--- src/design/fpa_pkg.sv ---
package fpa_pkg;

  localparam int WORD_W    = 32;
  localparam int DIV_STEPS = 32;

  typedef enum logic [3:0] {
    CMD_ADD      = 4'd0,
    CMD_SUB      = 4'd1,
    CMD_MUL      = 4'd2,
    CMD_DIV      = 4'd3,
    CMD_MIN      = 4'd4,
    CMD_MAX      = 4'd5,
    CMD_INC      = 4'd6,
    CMD_DEC      = 4'd7,
    CMD_TO_INT   = 4'd8,
    CMD_FROM_INT = 4'd9
  } cmd_t;

  localparam logic [31:0] WORD_MAX = 32'h7FFF_FFFF;
  localparam logic [31:0] WORD_MIN = 32'h8000_0000;

  typedef struct packed {
    logic [3:0]         cmd;
    logic signed [31:0] operand_a;
    logic signed [31:0] operand_b;
  } alu_req_t;

  typedef struct packed {
    logic signed [31:0] result;
    logic               a_greater;
    logic               a_less;
    logic               a_greater_equal;
    logic               a_less_equal;
    logic               a_equal;
    logic               a_not_equal;
    logic               divide_by_zero;
    logic               saturated;
  } alu_rsp_t;

  typedef struct packed {
    logic gt;
    logic lt;
    logic ge;
    logic le;
    logic eq;
    logic ne;
  } cmp_flags_t;

  // record carried through the divider chain
  typedef struct packed {
    logic [3:0]  cmd;
    logic [31:0] res;
    logic        sat;
    logic        dbz;
    cmp_flags_t  cmp;
    logic [31:0] rem;
    logic [31:0] den;
    logic [31:0] low;
    logic [31:0] quo;
    logic        neg;
    logic        ovf;
  } div_rec_t;

  // apply sign to a magnitude, clamp to a word; returns {sat, word}
  function automatic logic [32:0] sign_mag(input logic neg, input logic [63:0] mag);
    logic [32:0] r;
    if (neg) begin
      if (mag > 64'h8000_0000) r = {1'b1, WORD_MIN};
      else                     r = {1'b0, 32'(64'd0 - mag)};
    end else begin
      if (mag > 64'h7FFF_FFFF) r = {1'b1, WORD_MAX};
      else                     r = {1'b0, mag[31:0]};
    end
    return r;
  endfunction

endpackage

--- src/design/fpa_front.sv ---
module fpa_front #(
  parameter int FRAC_BITS = 8
) (
  input  logic              clk,
  input  logic              rst,
  input  logic              en,
  input  logic              in_valid,
  input  fpa_pkg::alu_req_t in_req,
  output logic              out_valid,
  output fpa_pkg::div_rec_t out_rec
);
  import fpa_pkg::*;

  localparam logic [63:0] HALF = (64'd1 << FRAC_BITS) >> 1;

  // stage 1
  logic        v1;
  logic [3:0]  cmd1;
  logic signed [31:0] a1, b1;
  logic [31:0] res1;
  logic        sat1;
  cmp_flags_t  cmp1;
  logic [31:0] maga1, magb1;
  logic        neg1;

  // stage 2
  logic        v2;
  logic [3:0]  cmd2;
  logic [31:0] res2;
  logic        sat2;
  cmp_flags_t  cmp2;
  logic signed [63:0] prod2;
  logic [63:0] num2;
  logic [31:0] den2;
  logic        neg2, ovf2, bz2;

  // stage 3
  logic        v3;
  logic [3:0]  cmd3;
  logic [31:0] res3;
  logic        sat3;
  cmp_flags_t  cmp3;
  logic [63:0] pmag3;
  logic        pneg3;
  logic [63:0] num3;
  logic [31:0] den3;
  logic        neg3, ovf3, bz3;

  // stage 4
  logic        v4;
  logic [3:0]  cmd4;
  logic [31:0] res4;
  logic        sat4;
  cmp_flags_t  cmp4;
  logic [63:0] m4;
  logic        pneg4;
  logic [63:0] num4;
  logic [31:0] den4;
  logic        neg4, ovf4, bz4;

  logic signed [32:0] sum, diff;
  logic [31:0] res_s;
  logic        sat_s;
  cmp_flags_t  cmp_s;
  logic [32:0] smag;

  always_comb begin
    sum  = 33'(in_req.operand_a) + 33'(in_req.operand_b);
    diff = 33'(in_req.operand_a) - 33'(in_req.operand_b);
    cmp_s.gt = in_req.operand_a >  in_req.operand_b;
    cmp_s.lt = in_req.operand_a <  in_req.operand_b;
    cmp_s.ge = in_req.operand_a >= in_req.operand_b;
    cmp_s.le = in_req.operand_a <= in_req.operand_b;
    cmp_s.eq = in_req.operand_a == in_req.operand_b;
    cmp_s.ne = in_req.operand_a != in_req.operand_b;
    res_s = '0;
    sat_s = 1'b0;
    unique case (in_req.cmd)
      CMD_ADD: begin
        if (sum[32] != sum[31]) begin
          sat_s = 1'b1;
          res_s = sum[32] ? WORD_MIN : WORD_MAX;
        end else res_s = sum[31:0];
      end
      CMD_SUB: begin
        if (diff[32] != diff[31]) begin
          sat_s = 1'b1;
          res_s = diff[32] ? WORD_MIN : WORD_MAX;
        end else res_s = diff[31:0];
      end
      CMD_MIN:      res_s = cmp_s.lt ? in_req.operand_a : in_req.operand_b;
      CMD_MAX:      res_s = cmp_s.gt ? in_req.operand_a : in_req.operand_b;
      CMD_INC:      res_s = in_req.operand_a + 32'sd1;
      CMD_DEC:      res_s = in_req.operand_a - 32'sd1;
      CMD_TO_INT:   res_s = in_req.operand_a >>> FRAC_BITS;
      CMD_FROM_INT: res_s = in_req.operand_a << FRAC_BITS;
      default:      res_s = '0;
    endcase
  end

  assign smag = sign_mag(pneg4, m4);

  always_ff @(posedge clk) begin
    if (rst) begin
      v1 <= 1'b0;
      v2 <= 1'b0;
      v3 <= 1'b0;
      v4 <= 1'b0;
      out_valid <= 1'b0;
    end else if (en) begin
      v1 <= in_valid;
      v2 <= v1;
      v3 <= v2;
      v4 <= v3;
      out_valid <= v4;
    end
  end

  always_ff @(posedge clk) begin
    if (en) begin
      cmd1  <= in_req.cmd;
      a1    <= in_req.operand_a;
      b1    <= in_req.operand_b;
      res1  <= res_s;
      sat1  <= sat_s;
      cmp1  <= cmp_s;
      maga1 <= in_req.operand_a[31] ? 32'd0 - in_req.operand_a : in_req.operand_a;
      magb1 <= in_req.operand_b[31] ? 32'd0 - in_req.operand_b : in_req.operand_b;
      neg1  <= in_req.operand_a[31] ^ in_req.operand_b[31];

      cmd2  <= cmd1;
      res2  <= res1;
      sat2  <= sat1;
      cmp2  <= cmp1;
      prod2 <= 64'(a1) * 64'(b1);
      num2  <= {32'd0, maga1} << FRAC_BITS;
      den2  <= magb1;
      neg2  <= neg1;
      bz2   <= (magb1 == '0);
      ovf2  <= ((({32'd0, maga1} << FRAC_BITS) >> 32) >= {32'd0, magb1});

      cmd3  <= cmd2;
      res3  <= res2;
      sat3  <= sat2;
      cmp3  <= cmp2;
      pmag3 <= prod2[63] ? 64'd0 - prod2 : prod2;
      pneg3 <= prod2[63];
      num3  <= num2;
      den3  <= den2;
      neg3  <= neg2;
      ovf3  <= ovf2;
      bz3   <= bz2;

      cmd4  <= cmd3;
      res4  <= res3;
      sat4  <= sat3;
      cmp4  <= cmp3;
      m4    <= (pmag3 + HALF) >> FRAC_BITS;
      pneg4 <= pneg3;
      num4  <= num3;
      den4  <= den3;
      neg4  <= neg3;
      ovf4  <= ovf3;
      bz4   <= bz3;

      out_rec.cmd <= cmd4;
      out_rec.res <= (cmd4 == CMD_MUL) ? smag[31:0] : res4;
      out_rec.sat <= (cmd4 == CMD_MUL) ? smag[32] : sat4;
      out_rec.dbz <= (cmd4 == CMD_DIV) && bz4;
      out_rec.cmp <= cmp4;
      out_rec.rem <= num4[63:32];
      out_rec.low <= num4[31:0];
      out_rec.den <= den4;
      out_rec.quo <= '0;
      out_rec.neg <= neg4;
      out_rec.ovf <= ovf4;
    end
  end

endmodule

--- config.mk ---
export PLATFORM = sky130hd
export DESIGN_NAME = fpa_front
export DESIGN_NICKNAME = d
export VERILOG_FILES = /design/src/design/fpa_pkg.sv /design/src/design/fpa_front.sv
export SDC_FILE = /design/constraint.sdc
export NUM_CORES = 2
export LEC_CHECK = 0
export BUFFER_PORTS_ARGS = -buffer_cell sky130_fd_sc_hd__buf_2
export CAP_MARGIN = 15
export CORE_ASPECT_RATIO = 1.75
export CORE_MARGIN = 10
export CORE_UTILIZATION = 55
export DETAILED_ROUTE_END_ITERATION = 8
export GPL_ROUTABILITY_DRIVEN = 0
export HOLD_SLACK_MARGIN = 0.12
export MAX_ROUTING_LAYER = met4
export PLACE_DENSITY = 0.72
export SYNTH_ARGS = -nofsm -noshare
export SYNTH_HDL_FRONTEND = slang
export SYNTH_SLANG_ARGS = --single-unit
--- constraint.sdc ---
create_clock -name clk -period 16.2 [get_ports clk]
set_input_delay 2.43 -clock clk [delete_from_list [all_inputs] [get_ports clk]]
set_output_delay 2.43 -clock clk [all_outputs]
set_load 0.005 [all_outputs]
==> impl_metrics.env <==
export IMPL_whs_ns=0.399
export IMPL_holdCritStartpoint="den4[12]"
export IMPL_path_clk_slew_ns=0.08
export IMPL_dr_pass1_iters=9
export IMPL_ant_nets=0
export IMPL_hold_class="register to register"
export IMPL_final_nets=8040
export IMPL_async_flop_share=0
export IMPL_grt_pass1_vias=53700
export IMPL_die_area_um2=147000
export IMPL_grt_use_total=0.299
export IMPL_fp_dieW_um=294
export IMPL_antenna_found_initial=21
export IMPL_drive_gt1_frac=0.0653
export IMPL_setup_ws_ns=7.11
export IMPL_dpl_hpwl_um=154000
export IMPL_min_to="out_rec[78]"
export IMPL_fp_row_count=175
export IMPL_drv_cap=0
export IMPL_seq_area_frac_synth=0.330
export IMPL_worst_setup_path_type="register to register"
export IMPL_grt_pass1_wl_um=316000
export IMPL_postCtsHoldBufs=0
export IMPL_wl_um=208000
export IMPL_setup_violations=0
export IMPL_cp_max_fo=32
export IMPL_drt_iter0_markers=4004
export IMPL_cts_root_buf="clkbuf_16"
export IMPL_reg2reg_from="a1[23]"
export IMPL_max_freq_mhz=110
export IMPL_via_per_inst=5.91
export IMPL_status="finished with violations"
export IMPL_rsz0062_at_grt="false"
export IMPL_worstMarginPinSlew_ns=1.12
export IMPL_core_um2=130000
export IMPL_arrival_ns=9.49
export IMPL_critPathLaunchType="register"
export IMPL_drv_slew=0
export IMPL_tns_ns=0
export IMPL_min_period_over_period=0.561
export IMPL_grt_remaining_overflow=0
export IMPL_cp_data_required_time_ns=16.60
export IMPL_slew_limit_headroom=0.251
export IMPL_min_period_ns=9.09
export IMPL_clkSinkCount=794
export IMPL_routedWlPerCell_um=24.9
export IMPL_worstRegToRegCells=23
export IMPL_final_cell_mix="inv_1 (1111), fa_1 (1085), edfxtp_1 (789)"
export IMPL_clock_latency_ns=0.70
export IMPL_boundaryPins=247
export IMPL_violations="DRC"
export IMPL_synth_ff_type="edfxtp_1"
export IMPL_whs_path_depth=0
export IMPL_grt_max_degree=199
export IMPL_drc_errors=2
export IMPL_finalHoldViolations=0
export IMPL_ctsLongestPathBuffers=3
export IMPL_cts_inserted_buffers=73
export IMPL_synth_cell_area_um2=72200
export IMPL_floorplan_initialDensity=0.555
export IMPL_ys_warn_count=0
export IMPL_vias=49400
export IMPL_syn_area_per_cell_um2=11.0
export IMPL_syn_inst=6557
export IMPL_worstReg2RegEnd="prod2[63]"
export IMPL_dieHeight_um=499
export IMPL_synth_edf_count=789
export IMPL_io_buffers=182
export IMPL_postCtsSetupBuffers=0
export IMPL_fin_skew_ns=0.0441
export IMPL_pre_cts_ws_ns=7.36
export IMPL_htreeDepth=3
export IMPL_ys_ff_latch=794
export IMPL_reg2reg_slack_ns=7.11
export IMPL_area_delta_synth_final_pct=6.68
export IMPL_ys_types=85
export IMPL_crit_path_end_kind="register"
export IMPL_cts_tree="built"
export IMPL_final_common_cell="inv_1"
export IMPL_cts_resized=0
-- cells in the mapped netlist (all sizes together), types with 10 or more instances --
| cell type | count | area (um^2) |
|---|---|---|
| o21bai | 20 | 150 |
| and3 | 24 | 150 |
| or4 | 15 | 128 |
| or3 | 44 | 275 |
| xnor2 | 268 | 2350 |
| nor2 | 230 | 863 |
| xor2 | 52 | 455 |
| fa | 1085 | 21700 |
| a31oi | 27 | 169 |
| nand2 | 622 | 2340 |
| a21oi | 205 | 1030 |
| and2 | 529 | 3310 |
| edfxtp | 789 | 23700 |
| o2111ai | 15 | 131 |
| nand4 | 35 | 234 |
| o21a | 17 | 128 |
| o21ai | 210 | 1050 |
| nor4 | 34 | 219 |
| and4 | 11 | 96.3 |
| buf | 81 | 567 |
| nor2b | 31 | 194 |
| nor3 | 46 | 246 |
| a221oi | 11 | 96.3 |
| ha | 290 | 3630 |
| a222oi | 10 | 100 |
| nand3 | 67 | 340 |
| o41ai | 18 | 158 |
| a21o | 65 | 488 |
| a22oi | 10 | 75.1 |
| clkbuf | 292 | 1100 |
| o31ai | 47 | 353 |
| inv | 1111 | 4170 |
| o211ai | 27 | 203 |
| mux2 | 20 | 225 |
| a211oi | 15 | 113 |
| nand2b | 43 | 269 |
| mux2i | 49 | 490 |
-- metal layers --
| metal | wire length (um) | vias to the layer above | global-route usage | share of wire |
|---|---|---|---|---|
| met3 | 15700 | 1108 | 0.0511 | 0.075 |
| li1 | - | 21000 | - | - |
| met4 | 22000 | 0 | 0.254 | 0.11 |
| met1 | 63800 | 24700 | 0.293 | 0.31 |
| met2 | 107000 | 2564 | 0.510 | 0.51 |
| met5 | 0 | - | - | 0 |
-- stage by stage --
stage | instances | cell area [um^2] | utilization
finish | 8351 | 77000 | 0.592
CTS | 8329 | 76900 | 0.591
global placement | 8199 | 74500 | 0.573
detailed placement | 8199 | 74500 | 0.573
floorplan | 6620 | 72400 | -
global route | 8349 | 77000 | 0.592
-- worst max path at each step --
| stage | startpoint | end | slack [ns] | cells past startpoint |
|---|---|---|---|---|
| 4_1_cts | a1[9] | prod2[63] | 7.32 | 30 |
| 3_5_place_dp | a1[9] | prod2[63] | 7.36 | 30 |
| 2_1_floorplan | a1[31] | prod2[63] | 8.01 | 26 |
| 3_3_place_gp | a1[13] | prod2[63] | 7.37 | 29 |
| 6_report | a1[23] | prod2[63] | 7.11 | 23 |
| 5_1_grt | a1[18] | prod2[60] | 6.71 | 25 |
-- cell type report --
| class | instances | area [um^2] |
|---|---|---|
| fill | 10500 | 53100 |
| multi-input combinational | 4342 | 42800 |
| sequential | 794 | 23800 |
| inverter | 1111 | 4170 |
| tap | 1681 | 2100 |
| clock buffer | 83 | 1860 |
| timing repair buffer | 271 | 1610 |
| clock inverter | 47 | 561 |
| antenna | 22 | 55.1 |
-- sequential cells by signal, indices dropped and copies added, names as in the netlist, 31 cells and up --
register / flops
a1: 32
b1: 32
den2: 32
den3: 32
den4: 32
m4: 56
maga1: 31
magb1: 31
num2: 32
num3: 32
num4: 32
out_rec: 110
pmag3: 57
prod2: 64
res1: 32
res2: 32
res3: 32
res4: 32
-- worst max-delay path, stage by stage (launching register included) --
cell and delay (ns):
edfxtp_1 0.33, buf_4 0.43, nand2_1 0.15, fa_1 0.58, fa_1 0.44, fa_1 0.85
fa_1 0.49, inv_1 0.09, fa_1 0.45, fa_1 0.53, fa_1 0.75, fa_1 0.49
ha_1 0.35, and3_1 0.25, a221o_1 0.33, a21oi_1 0.15, o31ai_1 0.15, a41oi_1 0.44
nor2b_1 0.12, o311ai_1 0.37, a21boi_0 0.25, a211o_1 0.37, a221oi_1 0.32, xnor2_1 0.10
-- logic make-up (layout without fill, tap and decap cells) --
kind of cell | count (synthesis) | in the layout | synth area share
simple gates | 1756 | 1756 | 0.123
buf+inv | 1484 | 1512 | 0.0809
fa+ha+maj | 1375 | 1375 | 0.351
flops | 794 | 794 | 0.330
compound gates | 758 | 758 | 0.0663
xor+xnor | 320 | 320 | 0.0388
mux | 69 | 69 | 0.00992
other cells | 1 | 86 | 0.0000520
Power is not shown: default switching activity piles up to over one toggle a cycle in this logic, so the estimate is an artifact.
