**src/design/fpa_pkg.sv**
```systemverilog
package fpa_pkg;

  localparam int WORD_W    = 32;
  localparam int DIV_STEPS = 32;

  typedef enum logic [3:0] {
    CMD_ADD      = 4'd0,
    CMD_SUB      = 4'd1,
    CMD_MUL      = 4'd2,
    CMD_DIV      = 4'd3,
    CMD_MIN      = 4'd4,
    CMD_MAX      = 4'd5,
    CMD_INC      = 4'd6,
    CMD_DEC      = 4'd7,
    CMD_TO_INT   = 4'd8,
    CMD_FROM_INT = 4'd9
  } cmd_t;

  localparam logic [31:0] WORD_MAX = 32'h7FFF_FFFF;
  localparam logic [31:0] WORD_MIN = 32'h8000_0000;

  typedef struct packed {
    logic [3:0]         cmd;
    logic signed [31:0] operand_a;
    logic signed [31:0] operand_b;
  } alu_req_t;

  typedef struct packed {
    logic signed [31:0] result;
    logic               a_greater;
    logic               a_less;
    logic               a_greater_equal;
    logic               a_less_equal;
    logic               a_equal;
    logic               a_not_equal;
    logic               divide_by_zero;
    logic               saturated;
  } alu_rsp_t;

  typedef struct packed {
    logic gt;
    logic lt;
    logic ge;
    logic le;
    logic eq;
    logic ne;
  } cmp_flags_t;

  // record carried through the divider chain
  typedef struct packed {
    logic [3:0]  cmd;
    logic [31:0] res;
    logic        sat;
    logic        dbz;
    cmp_flags_t  cmp;
    logic [31:0] rem;
    logic [31:0] den;
    logic [31:0] low;
    logic [31:0] quo;
    logic        neg;
    logic        ovf;
  } div_rec_t;

  // apply sign to a magnitude, clamp to a word; returns {sat, word}
  function automatic logic [32:0] sign_mag(input logic neg, input logic [63:0] mag);
    logic [32:0] r;
    if (neg) begin
      if (mag > 64'h8000_0000) r = {1'b1, WORD_MIN};
      else                     r = {1'b0, 32'(64'd0 - mag)};
    end else begin
      if (mag > 64'h7FFF_FFFF) r = {1'b1, WORD_MAX};
      else                     r = {1'b0, mag[31:0]};
    end
    return r;
  endfunction

endpackage

```
**src/design/fpa_back.sv**
```systemverilog
module fpa_back (
  input  logic              clk,
  input  logic              rst,
  input  logic              en,
  input  logic              in_valid,
  input  fpa_pkg::div_rec_t in_rec,
  output logic              out_valid,
  output fpa_pkg::alu_rsp_t out_rsp
);
  import fpa_pkg::*;

  logic [32:0] q33;
  logic [32:0] smag;
  alu_rsp_t    rsp_next;

  always_comb begin
    q33  = {1'b0, in_rec.quo} + 33'({in_rec.rem, 1'b0} >= {1'b0, in_rec.den});
    smag = sign_mag(in_rec.neg, {31'd0, q33});
    rsp_next.result          = in_rec.res;
    rsp_next.saturated       = in_rec.sat;
    rsp_next.divide_by_zero  = in_rec.dbz;
    rsp_next.a_greater       = in_rec.cmp.gt;
    rsp_next.a_less          = in_rec.cmp.lt;
    rsp_next.a_greater_equal = in_rec.cmp.ge;
    rsp_next.a_less_equal    = in_rec.cmp.le;
    rsp_next.a_equal         = in_rec.cmp.eq;
    rsp_next.a_not_equal     = in_rec.cmp.ne;
    if (in_rec.cmd == CMD_DIV) begin
      priority if (in_rec.dbz) begin
        rsp_next.result    = '0;
        rsp_next.saturated = 1'b0;
      end else if (in_rec.ovf) begin
        rsp_next.result    = in_rec.neg ? WORD_MIN : WORD_MAX;
        rsp_next.saturated = 1'b1;
      end else begin
        rsp_next.result    = smag[31:0];
        rsp_next.saturated = smag[32];
      end
    end
  end

  always_ff @(posedge clk) begin
    if (rst) begin
      out_valid <= 1'b0;
    end else if (en) begin
      out_valid <= in_valid;
    end
  end

  always_ff @(posedge clk) begin
    if (en) begin
      out_rsp <= rsp_next;
    end
  end

endmodule

```
**config.mk**
```make
export PLATFORM = sky130hd
export DESIGN_NAME = fpa_back
export DESIGN_NICKNAME = d
export VERILOG_FILES = /design/src/design/fpa_pkg.sv /design/src/design/fpa_back.sv
export SDC_FILE = /design/constraint.sdc
export NUM_CORES = 1
export LEC_CHECK = 0
export ABC_AREA = 1
export BUFFER_PORTS_ARGS = -buffer_cell sky130_fd_sc_hd__buf_2
export CORE_UTILIZATION = 40
export DETAILED_ROUTE_END_ITERATION = 10
export PLACE_DENSITY_LB_ADDON = 0.1
export SYNTH_ARGS = -nofsm -noshare
export SYNTH_HDL_FRONTEND = slang
export SYNTH_SLANG_ARGS = --single-unit
```
**constraint.sdc**
```tcl
create_clock -name clk -period 6.4 [get_ports clk]
set_input_delay 0.32 -clock clk [delete_from_list [all_inputs] [get_ports clk]]
set_output_delay 0.32 -clock clk [all_outputs]
set_load 0.01 [all_outputs]
```
==> impl_results.md, run 1 <==
- Initial drt markers: 383
- Die area: 14900 um2
- Detail Placement HPWL: 13.8 mm
- Clock sinks: 41
- H-tree depth: 2
- Sequential area share after synthesis: 21.2%
- CTS resizes: 0
- Area grow syn2layout: 21.7%
- Clk pin slew, worst setup/hold paths: 0.07 ns
- Most common cell after layout, fill and taps aside: nand2_1
- Leakage power: 3.88 nW
- Die H: 122 um
- DP Area: 6830 um2
- DR pass1 iterations: 5
- Io pins: 219
- Diode count: 0
- Worst Hold Endpoint: out_valid$_SDFFE_PP0P_
- Crit path largest cell delay: 0.42 ns
- Deepest clock path buffer count: 2
- Post-synthesis simple-gate area fraction: 54.3%
- Root Driver: clkbuf_16
- GPL Wtd Cong: 0.935
- Hold WS: 0.185 ns
- Avg Inst Size Synth: 5.72 um2
- Compound-Gate Fraction of Synth Area: 4.03%
- R2r endpoint: out_valid$_SDFFE_PP0P_
- Slowest CP cell: nor2_1
- Setup TNS: 0 ns
- Mapped Cells: 1009
- Layout cell share with drive strength beyond 1: 20.6%
- Crit. End Element: flip-flop
- Wire length per cell: 12.3 um
- Fin. Hold Viols: 0
- Initial antenna violation count: 0
- Vias: 6568
- # fillers: 1548
- Arrival @ worst endpoint: 4.57 ns
- Post-Synth Adder-Cell Area: 7.81%
- Status: finished clean
- Worst Path Required: 6.44 ns
- Clk_skew: 0 ns
- Critical R2R Launch: out_valid$_SDFFE_PP0P_
- Crit path launch: in_rec[70]
- RSZ-0062 raised after global routing: false
- Period utilization: 70.7%
- Total GRT Usage: 23.0%
- CTS Buf Count: 5
- Fmax: 221 MHz
- Peak supply drop: 0.119 mV
- Slew at the pin closest to its max-slew limit: 0.986 ns
- Most frequent cells in the layout: 451 x nand2_1, 186 x buf_2, 121 x inv_1
- R2R cell count: 2
- Worst-Skew Late Latency: 0.28 ns
- Unique masters post-synth: 38
- CTS tree: yes
- Routed wire length: 16.7 mm
- Yosys reg bits: 41
- Relative slew slack: 34.2%
- Number of hold buffers added after CTS: 0
- Ranking of synthesized cells by area: nand2_1 29%, edfxtp_1 21%, nand3_1 7.9%
- Power per standard cell area: 137 nW/um2
- Area share of the largest cell type after synthesis: 29.3%
- Max-cap check violation count: 0
- PortBufs: 186
- Syn nets: 1223
- Crit path top cell by count: nand2_1
- Final #Nets: 1397
- Hold_sp: rst
- GR Overflow Total: 0
- Largest net degree at the start of global routing: 42
- Reg-to-reg slack, setup: 5.82 ns
- Async S/R FF share, synth: 0%
- CORE AREA: 14000 um2
- Post-CTS setup buffer count: 0
- Crit Path Class: primary input to flip-flop
- Number of flops mapped to enable cells by yosys: 40
- Std-Cell Rows: 43
- Delay-heaviest family, CP: simple AND/OR/NAND/NOR gates
- Dominant synthesized flop cell: edfxtp_1
- Min Clock Period, post-route: 4.53 ns
- Vias per cell: 4.82
- Fin. max-slew vios: 0
- Hold Crit Class: primary input to flip-flop
- Setup Viol. Count Final: 0
- Final Instance Area: 7020 um2
- Buf/Inv on CP: 4
- Hold path cells: 2
- Vias in the first global route: 6105
- Mux share of post-synthesis cell area: 0.173%
- Crit Path Max Fanout: 5
- Fin util: 50.2%
- Antenna-violating nets left: 0
- XOR/XNOR Fraction of Synth Area: 2.43%
- Main combinational cell family by area after synthesis: simple AND/OR/NAND/NOR gates
- Initial Utilization: 41.3%
- First-pass GRT wire length: 27.8 mm
- Post-synthesis cell area: 5770 um2
- Syn. warnings: 0
- Cell taking the most area after synthesis: nand2_1
- # DRC: 0
- Die Wd: 122 um
- Startpoint types: primary input
## cell families after synthesis
logic type	after synthesis
xor+xnor	16
compound gates	42
flops	41
mux	1
fa+ha+maj	36
buf+inv	147
simple gates	726
## worst max path at each step
stage / end / slack, ns / depth (start not counted)
after global placement: out_rsp[25]$_DFFE_PP_ / 1.65 / 30
final: out_rsp[25]$_DFFE_PP_ / 1.87 / 32
after CTS: out_rsp[25]$_DFFE_PP_ / 1.88 / 32
after global routing: out_rsp[25]$_DFFE_PP_ / 1.35 / 32
after detailed placement: out_rsp[25]$_DFFE_PP_ / 1.57 / 32
after floorplan: out_rsp[26]$_DFFE_PP_ / 2.62 / 28
## synth_stat cells (all sizes together) (2+ instances only)
cell type and n:
xnor2 2, nand2 474, inv 126, ha 36
nand4 23, buf 12, clkbuf 7, xor2 14
nand3 94, o21a 2, nor3 9, edfxtp 40
nor2 125, clkinv 2, a21oi 17, o21ai 18
## per-layer routing
layer / vias to the layer above / track usage, % / share of wire, %
li1: 3524 / - / -
met4: 0 / 4.27 / 1.2
met3: 20 / 3.51 / 5.9
met5: - / 0 / 0
met1: 2840 / 28.8 / 44
met2: 184 / 41.7 / 49
## metrics by stage
stage               total power, mW  setup slack [ns]  instances
global route                   1.02              1.35       1364
floorplan                     0.515              2.62       1009
CTS                           0.966              1.88       1364
finish                        0.962              1.87       1364
global placement              0.631              1.65       1356
detailed placement            0.634              1.57       1356
## state kept, by name, summed over array words and instances (netlist names)
| signal | cells |
|---|---|
| out_rsp | 40 |
| out_valid | 1 |
## power breakdown
part / switching, mW / internal (mW)
Sequential: 0.00453 / 0.321
Clock: 0.109 / 0.225
Combinational: 0.188 / 0.115
## layout make-up
type | count | area [um2] | area share (%)
sequential | 41 | 1220 | 17.4
tap | 180 | 225 | 3.21
clock buffer | 5 | 125 | 1.78
inverter | 128 | 480 | 6.84
clock inverter | 3 | 68.8 | 0.980
timing repair buffer | 186 | 931 | 13.3
multi-input combinational | 821 | 3970 | 56.5
No activity file was read; power rests on OpenSTA's default activity.
==> inputs of run 2 (changes only) <==
clock period = 3.8 ns   (was 6.4 ns; I/O delays follow)
==> run 2 against run 1 <==
Power increased by 83%; sequential share of layout area is 3.2 points lower; sequential power is 69% higher; first-iteration DRC count shrank 2.6%; register-to-register slack got worse by 2.6 ns; clock power is 65% higher; non-clock buffer count up 134; final cell count is 10% higher; largest power group is now combinational logic; flip-flop and latch count is the same; utilization up 11 points; via count is 11% higher; clock skew did not move.
==> impl_results.md, run 2 (synthesis results as in run 1) <==
- Status: finished clean
- Reg area: 1220 um2 (unchanged)
- Layout cell share with drive strength beyond 1: 34.3% (+14 points)
- Std-Cell Rows: 43 (unchanged)
- Peak supply drop: 0.204 mV (+72%)
- First-pass GRT wire length: 29.2 mm (+5.2%)
- Biggest regs: out_rsp x40, out_valid x1
- Final Instance Area: 8580 um2 (+22%)
- Levels on crit path: 28 (-13%)
- Root Driver: clkbuf_16
- Vias: 7279 (+11%)
- Worst-Skew Late Latency: 0.27 ns (about the same)
- Crit path largest cell delay: 0.41 ns (about the same)
- Reg-to-reg slack, setup: 3.21 ns (-2.61 ns)
- Most common cell after layout, fill and taps aside: nand2_1
- Initial antenna violation count: 0 (unchanged)
- Crit. End Element: flip-flop
- Vias per cell: 4.85 (+0.78%)
- Vias in the first global route: 6488 (+6.3%)
- Fin. max-slew vios: 0 (unchanged)
- Hold Crit Class: primary input to flip-flop
- Net Sw Power: 548 uW (+82%)
- Final setup margin: 0.152 ns (-1.72 ns)
- Total GRT Usage: 24.5% (+1.4 points)
- Switching share of total power: 31.1% (-0.27 points)
- Largest Register: out_rsp
- Crit Path Max Fanout: 10 (+5)
- Hold WS: 0.0656 ns (-0.120 ns)
- Pwr Total: 1.76 mW (+83%)
- RSZ-0062 raised after global routing: true
- Max-cap check violation count: 0 (unchanged)
- Io pins: 219 (unchanged)
- Arrival @ worst endpoint: 3.68 ns (-0.89 ns)
- Critical Path End: out_rsp[19]$_DFFE_PP_
- CORE AREA: 14000 um2 (unchanged)
- Fin. Hold Viols: 0 (unchanged)
- GPL Wtd Cong: 0.879 (-5.9%)
- Hold path cells: 2 (unchanged)
- Buf/Inv on CP: 5 (+1)
- Fin cells: 1500 (+10%)
- Die Wd: 122 um (unchanged)
- Startpoint types: primary input
- # DRC: 0 (unchanged)
- H-tree depth: 2 (unchanged)
- Setup Viol. Count Final: 0 (unchanged)
- Crit Path Class: primary input to flip-flop
- CTS tree: yes
- Most frequent cells in the layout: 429 x nand2_1, 182 x buf_2, 124 x buf_4
- Crit path launch: in_rec[92]
- Worst Path Required: 3.83 ns (-2.61 ns)
- Final #Nets: 1533 (+9.7%)
- GR Overflow Total: 0 (unchanged)
- Clk network pwr share: 31.3% (-3.4 points)
- Period utilization: 96.0%
- Setup WS pre-CTS: -0.406 ns (-1.98 ns)
- Leakage power: 4.62 nW (+19%)
- Clk_skew: 0 ns (unchanged)
- Die area: 14900 um2 (unchanged)
- Delay-heaviest family, CP: simple AND/OR/NAND/NOR gates
- Sequential share of power: 31.1% (-2.7 points)
- R2R cell count: 2 (unchanged)
- Internal power: 1.21 mW (+84%)
- Slowest CP cell: a2111oi_1
- Diode count: 0 (unchanged)
- Area grow syn2layout: 48.6%
- Slew at the pin closest to its max-slew limit: 1.06 ns (+0.0690 ns)
- Max reg flops: 40 (unchanged)
- Crit path top cell by count: nand2_1
- Routed wire length: 19.2 mm (+14%)
- Placed insts: 1476 (+8.8%)
- DP Area: 7750 um2 (+14%)
- Power per standard cell area: 206 nW/um2 (+50%)
- DR pass1 iterations: 5 (unchanged)
- Deepest clock path buffer count: 2 (unchanged)
- Die H: 122 um (unchanged)
- Detail Placement HPWL: 15.3 mm (+11%)
- R2r endpoint: out_valid$_SDFFE_PP0P_
- Combinational Power Share: 37.6% (+6.1 points)
- Clk pin slew, worst setup/hold paths: 0.06 ns (about the same)
- Wire length per cell: 12.8 um (+4.1%)
- PortBufs: 186 (unchanged)
- # fillers: 1406 (-9.2%)
- Largest net degree at the start of global routing: 42 (unchanged)
- Fmax: 274 MHz
- Antenna-violating nets left: 0 (unchanged)
- Critical R2R Launch: out_valid$_SDFFE_PP0P_
- Relative slew slack: 29.6% (-4.6 points)
- Clock sinks: 41 (unchanged)
- CTS Buf Count: 5 (unchanged)
- Initial Utilization: 41.3% (unchanged)
- Initial drt markers: 373 (-2.6%)
- Min Clock Period, post-route: 3.65 ns
- Multi-input gate area: 4410 um2 (+11%)
-- run 2: area by class of cell --
type | count | area share [%]
clock buffers | 5 | 1.46
well taps | 180 | 2.63
multi-input cells | 823 | 51.4
flip-flops and latches | 41 | 14.2
inverters | 128 | 5.63
repair buffers | 320 | 23.8
clock inverters | 3 | 0.802
-- run 2: worst min-delay path by stage --
| stage | start | end | slack [ns] |
|---|---|---|---|
| 2_1_floorplan | rst | out_valid$_SDFFE_PP0P_ | 0.26 |
| 3_3_place_gp | rst | out_valid$_SDFFE_PP0P_ | 0.35 |
| 3_5_place_dp | rst | out_valid$_SDFFE_PP0P_ | 0.35 |
| 4_1_cts | rst | out_valid$_SDFFE_PP0P_ | 0.06 |
| 5_1_grt | rst | out_valid$_SDFFE_PP0P_ | 0.07 |
| 6_report | rst | out_valid$_SDFFE_PP0P_ | 0.07 |
-- run 2: stage by stage --
step | utilization (%) | TNS, ns
CTS | 56.9 | 0
floorplan | - | 0
global route | 61.3 | -3.88
detailed placement | 55.4 | -11.62
finish | 61.3 | 0
global placement | 55.4 | -9.28
-- run 2: per-layer routing --
metal  up-vias  track usage (%)  wire (um)  part of all wire [%]
met3        15             2.62        817                   4.3
met2       186             47.1       9900                    52
met4         0             2.36        158                  0.82
li1       3810                -          -                     -
met5         -                0          0                     0
met1      3268             29.9       8290                    43
-- run 2: what timing repair did --
action | 4_1_cts | 5_1_grt
cloned | 0 | 4
setup buffers | 0 | 12
hold buffers | 0 | 0
resized for setup | 8 | 107
setup endpoints to repair | 32 | 33
hold endpoints to repair | 0 | 0
pin swaps | 1 | 49
-- run 2: power by group through the flow --
stage | Sequential, mW | Combinational, mW | Clock (mW)
floorplan | 0.581 | 0.287 | 0
global placement | 0.558 | 0.593 | 0
detailed placement | 0.558 | 0.596 | 0
CTS | 0.548 | 0.602 | 0.560
global route | 0.552 | 0.743 | 0.574
finish | 0.548 | 0.663 | 0.552
-- run 2: worst register-to-register path, cell delays in order, from the launching register on --
cell and delay (ns):
dfxtp_1 0.31, mux2i_1 0.12, nor2_1 0.06
