$ cat config.mk
export PLATFORM = sky130hd
export DESIGN_NAME = fpa_div_step
export DESIGN_NICKNAME = d
export VERILOG_FILES = /design/src/design/fpa_pkg.sv /design/src/design/fpa_div_step.sv
export SDC_FILE = /design/constraint.sdc
export NUM_CORES = 1
export LEC_CHECK = 0
export ABC_AREA = 1
export BUFFER_PORTS_ARGS = -buffer_cell sky130_fd_sc_hd__buf_2
export CORE_AREA = 3 3 137 139
export DETAILED_ROUTE_END_ITERATION = 8
export DIE_AREA = 0 0 140 142
export PLACE_DENSITY = 0.79
export SLEW_MARGIN = 10
export SYNTH_ARGS = -nofsm -noshare
export SYNTH_HDL_FRONTEND = slang
export SYNTH_SLANG_ARGS = --single-unit
$ cat constraint.sdc
create_clock -name clk -period 2.6 [get_ports clk]
set_clock_uncertainty 0.2 [all_clocks]
set_input_delay 0.52 -clock clk [delete_from_list [all_inputs] [get_ports clk]]
set_output_delay 0.52 -clock clk [all_outputs]
set_load 0.005 [all_outputs]
$ cat src/design/fpa_pkg.sv
package fpa_pkg;

  localparam int WORD_W    = 32;
  localparam int DIV_STEPS = 32;

  typedef enum logic [3:0] {
    CMD_ADD      = 4'd0,
    CMD_SUB      = 4'd1,
    CMD_MUL      = 4'd2,
    CMD_DIV      = 4'd3,
    CMD_MIN      = 4'd4,
    CMD_MAX      = 4'd5,
    CMD_INC      = 4'd6,
    CMD_DEC      = 4'd7,
    CMD_TO_INT   = 4'd8,
    CMD_FROM_INT = 4'd9
  } cmd_t;

  localparam logic [31:0] WORD_MAX = 32'h7FFF_FFFF;
  localparam logic [31:0] WORD_MIN = 32'h8000_0000;

  typedef struct packed {
    logic [3:0]         cmd;
    logic signed [31:0] operand_a;
    logic signed [31:0] operand_b;
  } alu_req_t;

  typedef struct packed {
    logic signed [31:0] result;
    logic               a_greater;
    logic               a_less;
    logic               a_greater_equal;
    logic               a_less_equal;
    logic               a_equal;
    logic               a_not_equal;
    logic               divide_by_zero;
    logic               saturated;
  } alu_rsp_t;

  typedef struct packed {
    logic gt;
    logic lt;
    logic ge;
    logic le;
    logic eq;
    logic ne;
  } cmp_flags_t;

  // record carried through the divider chain
  typedef struct packed {
    logic [3:0]  cmd;
    logic [31:0] res;
    logic        sat;
    logic        dbz;
    cmp_flags_t  cmp;
    logic [31:0] rem;
    logic [31:0] den;
    logic [31:0] low;
    logic [31:0] quo;
    logic        neg;
    logic        ovf;
  } div_rec_t;

  // apply sign to a magnitude, clamp to a word; returns {sat, word}
  function automatic logic [32:0] sign_mag(input logic neg, input logic [63:0] mag);
    logic [32:0] r;
    if (neg) begin
      if (mag > 64'h8000_0000) r = {1'b1, WORD_MIN};
      else                     r = {1'b0, 32'(64'd0 - mag)};
    end else begin
      if (mag > 64'h7FFF_FFFF) r = {1'b1, WORD_MAX};
      else                     r = {1'b0, mag[31:0]};
    end
    return r;
  endfunction

endpackage

$ cat src/design/fpa_div_step.sv
module fpa_div_step (
  input  logic              clk,
  input  logic              rst,
  input  logic              en,
  input  logic              in_valid,
  input  fpa_pkg::div_rec_t in_rec,
  output logic              out_valid,
  output fpa_pkg::div_rec_t out_rec
);
  import fpa_pkg::*;

  logic [32:0] r2;
  logic        take;
  div_rec_t    rec_next;

  always_comb begin
    r2   = {in_rec.rem, in_rec.low[31]};
    take = r2 >= {1'b0, in_rec.den};
    rec_next     = in_rec;
    rec_next.rem = take ? 32'(r2 - {1'b0, in_rec.den}) : r2[31:0];
    rec_next.low = {in_rec.low[30:0], 1'b0};
    rec_next.quo = {in_rec.quo[30:0], take};
  end

  always_ff @(posedge clk) begin
    if (rst) begin
      out_valid <= 1'b0;
    end else if (en) begin
      out_valid <= in_valid;
    end
  end

  always_ff @(posedge clk) begin
    if (en) begin
      out_rec <= rec_next;
    end
  end

endmodule

==> flow_summary.ini, run 1 <==
[power_and_ir_drop]
p_leak_nw = 5.85
combinationalPowerShare_pct = 19.1
peakVddDrop_v = 0.000462
netSwitchingPower_mw = 2.05
switching_share_pct = 28.0
p_per_area_mw_per_mm2 = 638
power.share.sequential_pct = 47.1
finalPower_mw = 7.33
p_int_mw = 5.28
clock_power_share_pct = 33.8

[place]
gp_congestion = 0.919
dp_hpwl_mm = 21.3
io_buffers = 350

[cts]
cts_tree = yes
postCtsSetupBuffers = 0
cts_resized = 0
clk_path_buf_depth = 2
clockRootBuffer = clkbuf_16
hold_buffers = 0
clk_latency_ns = 0.43
htree_levels = 4
clk_pin_slew_ns = 0.07
cts_sinks = 174
numCtsBuffers = 17

[synth]
syn_area_mm2 = 0.00840
syn_avg_cell_area_um2 = 10.2
yosys_warnings = 0
yosysSeqAreaShare_pct = 62.1
netlist_instances = 825
async_reset_ff_share_pct = 0
synth_edf_count = 173
dominantRegCellSynth = edfxtp_1
synth_cell_types = 30
synth-seq-cells = 174
synthesis.nets = 1036

[worst_setup_path]
worstPathArrival_ns = 2.28
start_kind = input port
crit_path_max_fanout = 5
critPathMaxStageDelay_ns = 0.34
cp_slowest_cell = ha_1
path_class = input port to register
worstRegToRegCells = 2
endpoint_kind = register
crit_top_cell = nand2_1
crit_required_ns = 2.59
crit_chain = buf_2 -> inv_1 -> ha_1 -> nand2_1 -> buf_4 -> nor2_1 -> inv_1 -> nor3_1 -> and2_1 -> nand2_1 -> nand2_1 -> nand2_1 -> nand3_1 -> nand2_1

[sta]
fin_crit_sh_pct = 88.1
setup_viol = 0
rsz0062_at_grt = no
drv_slew = 0
hold_slack_ns = 0.0422
finalHoldViolCount = 0
fmax_mhz = 437
min_period_ns = 2.29

[global_routing]
grt_pass1_vias = 7015
grt_overflow_total = 0
track_usage_pct = 25.9
grt_first_pass_wirelength_mm = 38.9
antenna_found_initial = 7
grt_max_degree = 78

[route]
drcViolationCount = 0
viasPerCell = 4.80
dr.pass1.iters = 5
drt-wirelength-per-cell_um = 17.6
routed_wl_mm = 26.3
postRouteAntennaNets = 0
drt-initial-drc-count = 481
via_count = 7184

[job]
cap_viol_max_count = 0

[die]
dieWidth_um = 140
start_util_pct = 47.2
dieArea_mm2 = 0.0199
die_h_um = 142
num_rows = 49
core_area_mm2 = 0.0178
ios = 353

[status]
status = finished clean

[cells_and_area]
drive_gt1_share_pct = 37.4
nets = 1462
area_growth_pct = 36.8
layout_common_cells = buf_2 (349), nand2_1 (274), edfxtp_1 (173)
layout_commonest_cell = buf_2

[hold_path]
whs_path_depth = 2
hp-class = input port to register
-- worst paths after layout --
kind | end | from | slack, ns
max | out_rec[129] | in_rec[89] | 0.31
min | out_valid | rst | 0.04
max reg2reg | out_valid | out_valid | 1.81
min reg2reg | out_valid | out_valid | 0.31
-- registers in the layout (all words and copies together) (netlist names) --
register and flops:
out_rec 173, out_valid 1
-- layer usage --
layer  share of wire, %  GRT usage [%]  up-vias  wire length [um]
li1                   -              -     3533                 -
met3                8.2           7.06       60              2150
met2                 50           44.8      280             13100
met1                 39           31.4     3303             10200
met5               0.23              0        -                61
met4                3.0           9.08        8               785
-- synth_stat cells, types with 2 or more instances --
cell type | instances | area (um2)
nand2_2 | 3 | 18.8
a21o_1 | 2 | 15.0
nand4_1 | 3 | 18.8
a21oi_1 | 21 | 105
inv_1 | 150 | 563
buf_12 | 2 | 40.0
nand3_1 | 56 | 280
nor2_1 | 35 | 131
buf_2 | 7 | 35.0
nand3_2 | 11 | 110
nand3b_1 | 11 | 82.6
o21ai_0 | 2 | 10.0
and2_1 | 8 | 50.1
nor2_2 | 3 | 18.8
nor3_2 | 3 | 30.0
nor3_1 | 6 | 30.0
nand2_1 | 274 | 1030
ha_1 | 32 | 400
edfxtp_1 | 173 | 5190
xor2_1 | 13 | 114
-- cell families (layout without fill, tap and decap cells) --
logic type,Yosys count,count (layout),share of synthesized area (%)
and+or+nand+nor,416,416,21.9
DFF,174,174,62.1
buffers and inverters,161,599,7.82
adders and majority gates,33,33,5.00
AOI/OAI and AO/OA,25,25,1.55
xor gates and xnor gates,14,14,1.46
other,1,5,0.0446
muxes,1,1,0.119
-- metrics by stage --
step | std cells | area [um2] | util, % | worst slack (ns) | TNS (ns)
after detailed placement | 1461 | 10900 | 61.4 | -0.120 | -2.40
after floorplan | 825 | 8400 | - | 0.265 | 0
after global routing | 1494 | 11500 | 64.6 | 0.132 | 0
after global placement | 1461 | 10900 | 61.4 | -0.0835 | -2.19
after CTS | 1492 | 11500 | 64.6 | 0.334 | 0
final | 1496 | 11500 | 64.6 | 0.310 | 0
-- power groups by stage --
stage,Sequential [mW],Clock [mW],Combinational (mW)
final,3.46,2.48,1.40
after global placement,3.51,0,1.37
after CTS,3.46,2.51,1.41
after floorplan,3.55,0,0.571
after global routing,3.48,2.63,1.55
after detailed placement,3.52,0,1.40
-- worst max-delay path, delay by kind of cell --
family,cells,cell delay (ns)
simple gates,9,1.04
buf+inv,4,0.38
fa+ha+maj,1,0.34
-- final cells by class --
| type | instances | area (um2) |
|---|---|---|
| Timing Repair Buffer | 418 | 2320 |
| Fill cell | 1480 | 6290 |
| Multi-Input combinational cell | 490 | 2530 |
| Inverter | 150 | 563 |
| Tap cell | 229 | 287 |
| Clock inverter | 14 | 145 |
| Sequential cell | 174 | 5220 |
| Clock buffer | 17 | 425 |
| Antenna cell | 4 | 10.0 |
No activity file was read; power rests on OpenSTA's default activity.
==> run 2, diff against run 1 <==
- clock period: 2.6 -> 2.55 ns (I/O delays scaled with it)
==> run 2 against run 1 <==
Compared with the run above: worst setup slack got worse by 0.14 ns; count of clock-buffer cells in the layout did not move; die area did not move; combinational power barely moved; critical path depth did not move; global-route usage rose by 0.74 points; routed wire length rose by 2.6%; register-to-register slack got worse by 0.04 ns; critical endpoint is now out_rec[126]; largest cell class unchanged.
==> flow_summary.ini, run 2 (synthesis gave the netlist of run 1 again) <==
[status]
status = finished clean

[sta]
fmax_mhz = 420
setup_ws_ns = 0.167
min_period_ns = 2.38
fin_crit_sh_pct = 93.5
finalHoldViolCount = 0
rsz0062_at_grt = no
drv_slew = 0
setup_viol = 0

[worst_setup_path]
crit_chain = buf_2 -> inv_1 -> ha_1 -> fa_1 -> inv_1 -> nand3_1 -> nand3_1 -> nand3_1 -> nand2_1 -> nand2_1 -> nand2_1 -> nand2_1 -> nand3_1 -> nand2_1
path_class = input port to register
cp_slowest_cell = fa_1
worstPathArrival_ns = 2.37
timing.critical_path.buf_inv = 3
crit_required_ns = 2.53
endpoint_kind = register
crit_top_cell = nand2_1
crit_family = simple AND/OR/NAND/NOR gates
critPathMaxStageDelay_ns = 0.41
start_kind = input port
r2r_setup_slack_ns = 1.77
crit_path_max_fanout = 3

[cts]
clk_path_buf_depth = 2
clockRootBuffer = clkbuf_16
cts_tree = yes
htree_levels = 4
numCtsBuffers = 17
postCtsSetupBuffers = 0
cts_sinks = 174
clk_latency_ns = 0.42
clk_pin_slew_ns = 0.07
hold_buffers = 0
cts_resized = 0

[cells_and_area]
nets = 1465
layout_commonest_cell = buf_2
area_growth_pct = 36.8
largest_register_ffs = 173
top_register = out_rec
largestRegisters = out_rec: 173 flops, out_valid: 1 flops
layout_common_cells = buf_2 (349), nand2_1 (274), edfxtp_1 (173)
drive_gt1_share_pct = 37.5

[place]
dp_hpwl_mm = 21.5
gp_congestion = 0.920
io_buffers = 350
pre_cts_slack_ns = -0.238

[die]
num_rows = 49
ios = 353
core_area_mm2 = 0.0178
dieWidth_um = 140
die_h_um = 142
dieArea_mm2 = 0.0199
start_util_pct = 47.2

[global_routing]
grt_overflow_total = 0
grt_first_pass_wirelength_mm = 40.1
grt_pass1_vias = 7233
track_usage_pct = 26.6
antenna_found_initial = 2
grt_max_degree = 70

[power_and_ir_drop]
peakVddDrop_v = 0.000472
p_per_area_mw_per_mm2 = 652
finalPower_mw = 7.49
p_leak_nw = 5.86

[route]
drt-initial-drc-count = 528
via_count = 7223
drt-wirelength-per-cell_um = 18.1
viasPerCell = 4.82
dr.pass1.iters = 5
routed_wl_mm = 27.0
drcViolationCount = 0
postRouteAntennaNets = 0

[hold_path]
hp-class = input port to register

[job]
cap_viol_max_count = 0
-- run 2: changes by cell type in the layout (fill, tap and decap cells not counted), sizes merged --
cell	previous run	this run
buf	418	421
clkinv	5	6
diode	4	2
inv	157	156
-- run 2: cell type report --
class | instances | area, um2
Clock buffer | 17 | 425
Inverter | 150 | 563
Sequential cell | 174 | 5220
Tap cell | 229 | 287
Timing Repair Buffer | 421 | 2320
Fill cell | 1498 | 6290
Multi-Input combinational cell | 490 | 2530
Clock inverter | 14 | 153
Antenna cell | 2 | 5.00
-- run 2: path summary, 6_finish.rpt --
check / cells past startpoint / end / startpoint
setup reg to reg: 2 / out_valid / out_valid
hold / removal: 2 / out_valid / rst
setup / recovery: 14 / out_rec[126] / in_rec[65]
hold reg to reg: 2 / out_valid / out_valid
-- run 2: per-stage QoR --
stage / util (%) / setup TNS (ns) / std cells / instance area [um2] / hold WS, ns
2_1_floorplan: - / 0 / 825 / 8400 / 0.285
3_3_place_gp: 61.4 / -3.02 / 1464 / 10900 / 0.276
3_5_place_dp: 61.4 / -4.27 / 1464 / 10900 / 0.284
4_1_cts: 64.6 / 0 / 1495 / 11500 / 0.0239
5_1_grt: 64.6 / 0 / 1495 / 11500 / 0.0305
6_report: 64.6 / 0 / 1497 / 11500 / 0.0337
-- run 2: power by group --
part / total, mW / leakage (nW) / switching [mW] / internal (mW)
clock: 2.54 / 0.276 / 1.23 / 1.30
sequential: 3.52 / 1.70 / 0.0676 / 3.45
combinational: 1.43 / 3.89 / 0.809 / 0.626
total: 7.49 / 5.86 / 2.11 / 5.38
-- run 2: metal layers --
layer / part of all wire (%) / GRT usage (%) / routed length, um
met5: 0.059 / 0 / 16
met3: 7.1 / 6.85 / 1920
met2: 50 / 46.4 / 13600
met4: 3.2 / 8.72 / 870
met1: 39 / 32.6 / 10700
-- run 2: worst register-to-register path: stages (launching register included) --
cell and delay, ns:
dfxtp_1 0.31, mux2i_1 0.12, nor2_1 0.05
==> run 3, diff against run 2 <==
==> constraint.sdc (replaced) <==
create_clock -name clk -period 2.55 [get_ports clk]
set_clock_uncertainty 0.2 [all_clocks]
set_input_delay 0.765 -clock clk [delete_from_list [all_inputs] [get_ports clk]]
set_output_delay 0.765 -clock clk [all_outputs]
set_load 0.005 [all_outputs]
==> run 3 against run 2 <==
Compared with the run above: clock power rose by 2%; power rose by 3.0%; design area rose by 6.2%; die area did not move; first-iteration DRC count rose by 24%; routed wire length rose by 3.2%.
==> flow_summary.ini, run 3 (synthesis gave the netlist of run 1 again) <==
[power_and_ir_drop]
finalPower_mw = 7.72
peakVddDrop_v = 0.000469
p_per_area_mw_per_mm2 = 632
p_leak_nw = 6.09

[worst_setup_path]
crit_path_start = in_rec[81]
start_kind = input port
endpoint_kind = register
cp.depth = 15
cp_slowest_cell = ha_4
worstPathArrival_ns = 2.49
crit_family = simple AND/OR/NAND/NOR gates
r2r_setup_slack_ns = 1.73
crit_required_ns = 2.54
crit_path_max_fanout = 10
crit_top_cell = nand2_1
critPathMaxStageDelay_ns = 0.28
worstRegToRegCells = 2
regToRegEndpoint = out_valid
timing.critical_path.buf_inv = 5
crit_chain = buf_2 -> inv_1 -> ha_4 -> nand2_1 -> nor2_2 -> nand2_1 -> nor2_2 -> nand2_1 -> nand2_2 -> nor2_4 -> buf_4 -> buf_4 -> buf_12 -> nand3_1 -> nand2_1
r2r-start = out_valid
crit_path_end = out_rec[127]
path_class = input port to register

[cts]
numCtsBuffers = 17
clockRootBuffer = clkbuf_16
clk_path_buf_depth = 2
htree_levels = 4
clk_latency_ns = 0.43
cts_sinks = 174
cts_tree = yes
clk_pin_slew_ns = 0.07

[global_routing]
grt_overflow_total = 0
antenna_found_initial = 7
grt_pass1_vias = 7311
grt_first_pass_wirelength_mm = 39.1
grt_max_degree = 64
track_usage_pct = 25.8

[cells_and_area]
layout_common_cells = buf_2 (348), nand2_1 (265), edfxtp_1 (173)
top_register = out_rec
nets = 1502
largest_register_ffs = 173
fin_cells = 1536
fin_util_pct = 68.6
area_growth_pct = 45.2
drive_gt1_share_pct = 42.9
layout_commonest_cell = buf_2
largestRegisters = out_rec: 173 flops, out_valid: 1 flops

[sta]
drv_slew = 0
setup_viol = 0
fmax_mhz = 401
fin_crit_sh_pct = 97.7
finalHoldViolCount = 0
tns_ns = 0
setup_ws_ns = 0.0577
min_period_ns = 2.49

[die]
core_area_mm2 = 0.0178
die_h_um = 142
num_rows = 49
dieWidth_um = 140
ios = 353
dieArea_mm2 = 0.0199
start_util_pct = 47.2

[place]
pre_cts_slack_ns = -0.388
place_inst = 1494
dp_hpwl_mm = 21.1
io_buffers = 350
gp_congestion = 0.960

[route]
dr.pass1.iters = 5
drt-wirelength-per-cell_um = 18.2
via_count = 7588
routed_wl_mm = 27.9
drcViolationCount = 0
postRouteAntennaNets = 0
drt-initial-drc-count = 654
viasPerCell = 4.94

[job]
cap_viol_max_count = 0

[status]
status = finished clean

[hold_path]
hp-class = input port to register
## run 3: per-layer routing
| layer | global-route usage [%] | vias to the layer above | wire length, um |
|---|---|---|---|
| met2 | 44.7 | 379 | 13900 |
| met1 | 30.9 | 3510 | 10600 |
| met4 | 10.1 | 6 | 1020 |
| li1 | - | 3620 | - |
| met3 | 7.06 | 73 | 2380 |
| met5 | 0 | - | 38 |
## run 3: through the flow
step	hold WS, ns	cell area, um2
after CTS	0.277	11800
after floorplan	0.285	8400
after global placement	0.271	11200
final	0.289	12200
after detailed placement	0.341	11200
after global routing	0.284	12200
## run 3: report_power, final
part           internal [mW]  total (mW)  switching, mW
registers               3.46        3.53         0.0747
logic                  0.740        1.60          0.863
clock network           1.32        2.58           1.26
## run 3: worst reg2reg max path, stage by stage, from the launching register on
cell and delay (ns):
dfxtp_1 0.32, mux2i_1 0.13, nor2_1 0.06
## run 3: how the worst min path moves through the flow
stage	end	from	cells after the start
2_1_floorplan	out_valid	out_valid	2
3_3_place_gp	out_valid	out_valid	2
6_report	out_valid	rst	2
5_1_grt	out_rec[166]	in_rec[166]	1
4_1_cts	out_valid	rst	2
3_5_place_dp	out_valid	out_valid	2
## run 3: timing repair
action	in CTS	in global routing
buffers inserted	0	5
resized for setup	0	54
setup endpoints to repair	0	32
hold buffers	0	0
## run 3: area by class of cell
| class | instances | area, um2 |
|---|---|---|
| antenna | 3 | 7.51 |
| clock buffer | 17 | 425 |
| clock inverter | 15 | 174 |
| fill | 1378 | 5580 |
| inverter | 150 | 563 |
| multi-input combinational | 492 | 2910 |
| sequential | 174 | 5220 |
| tap | 229 | 287 |
| timing repair buffer | 456 | 2620 |
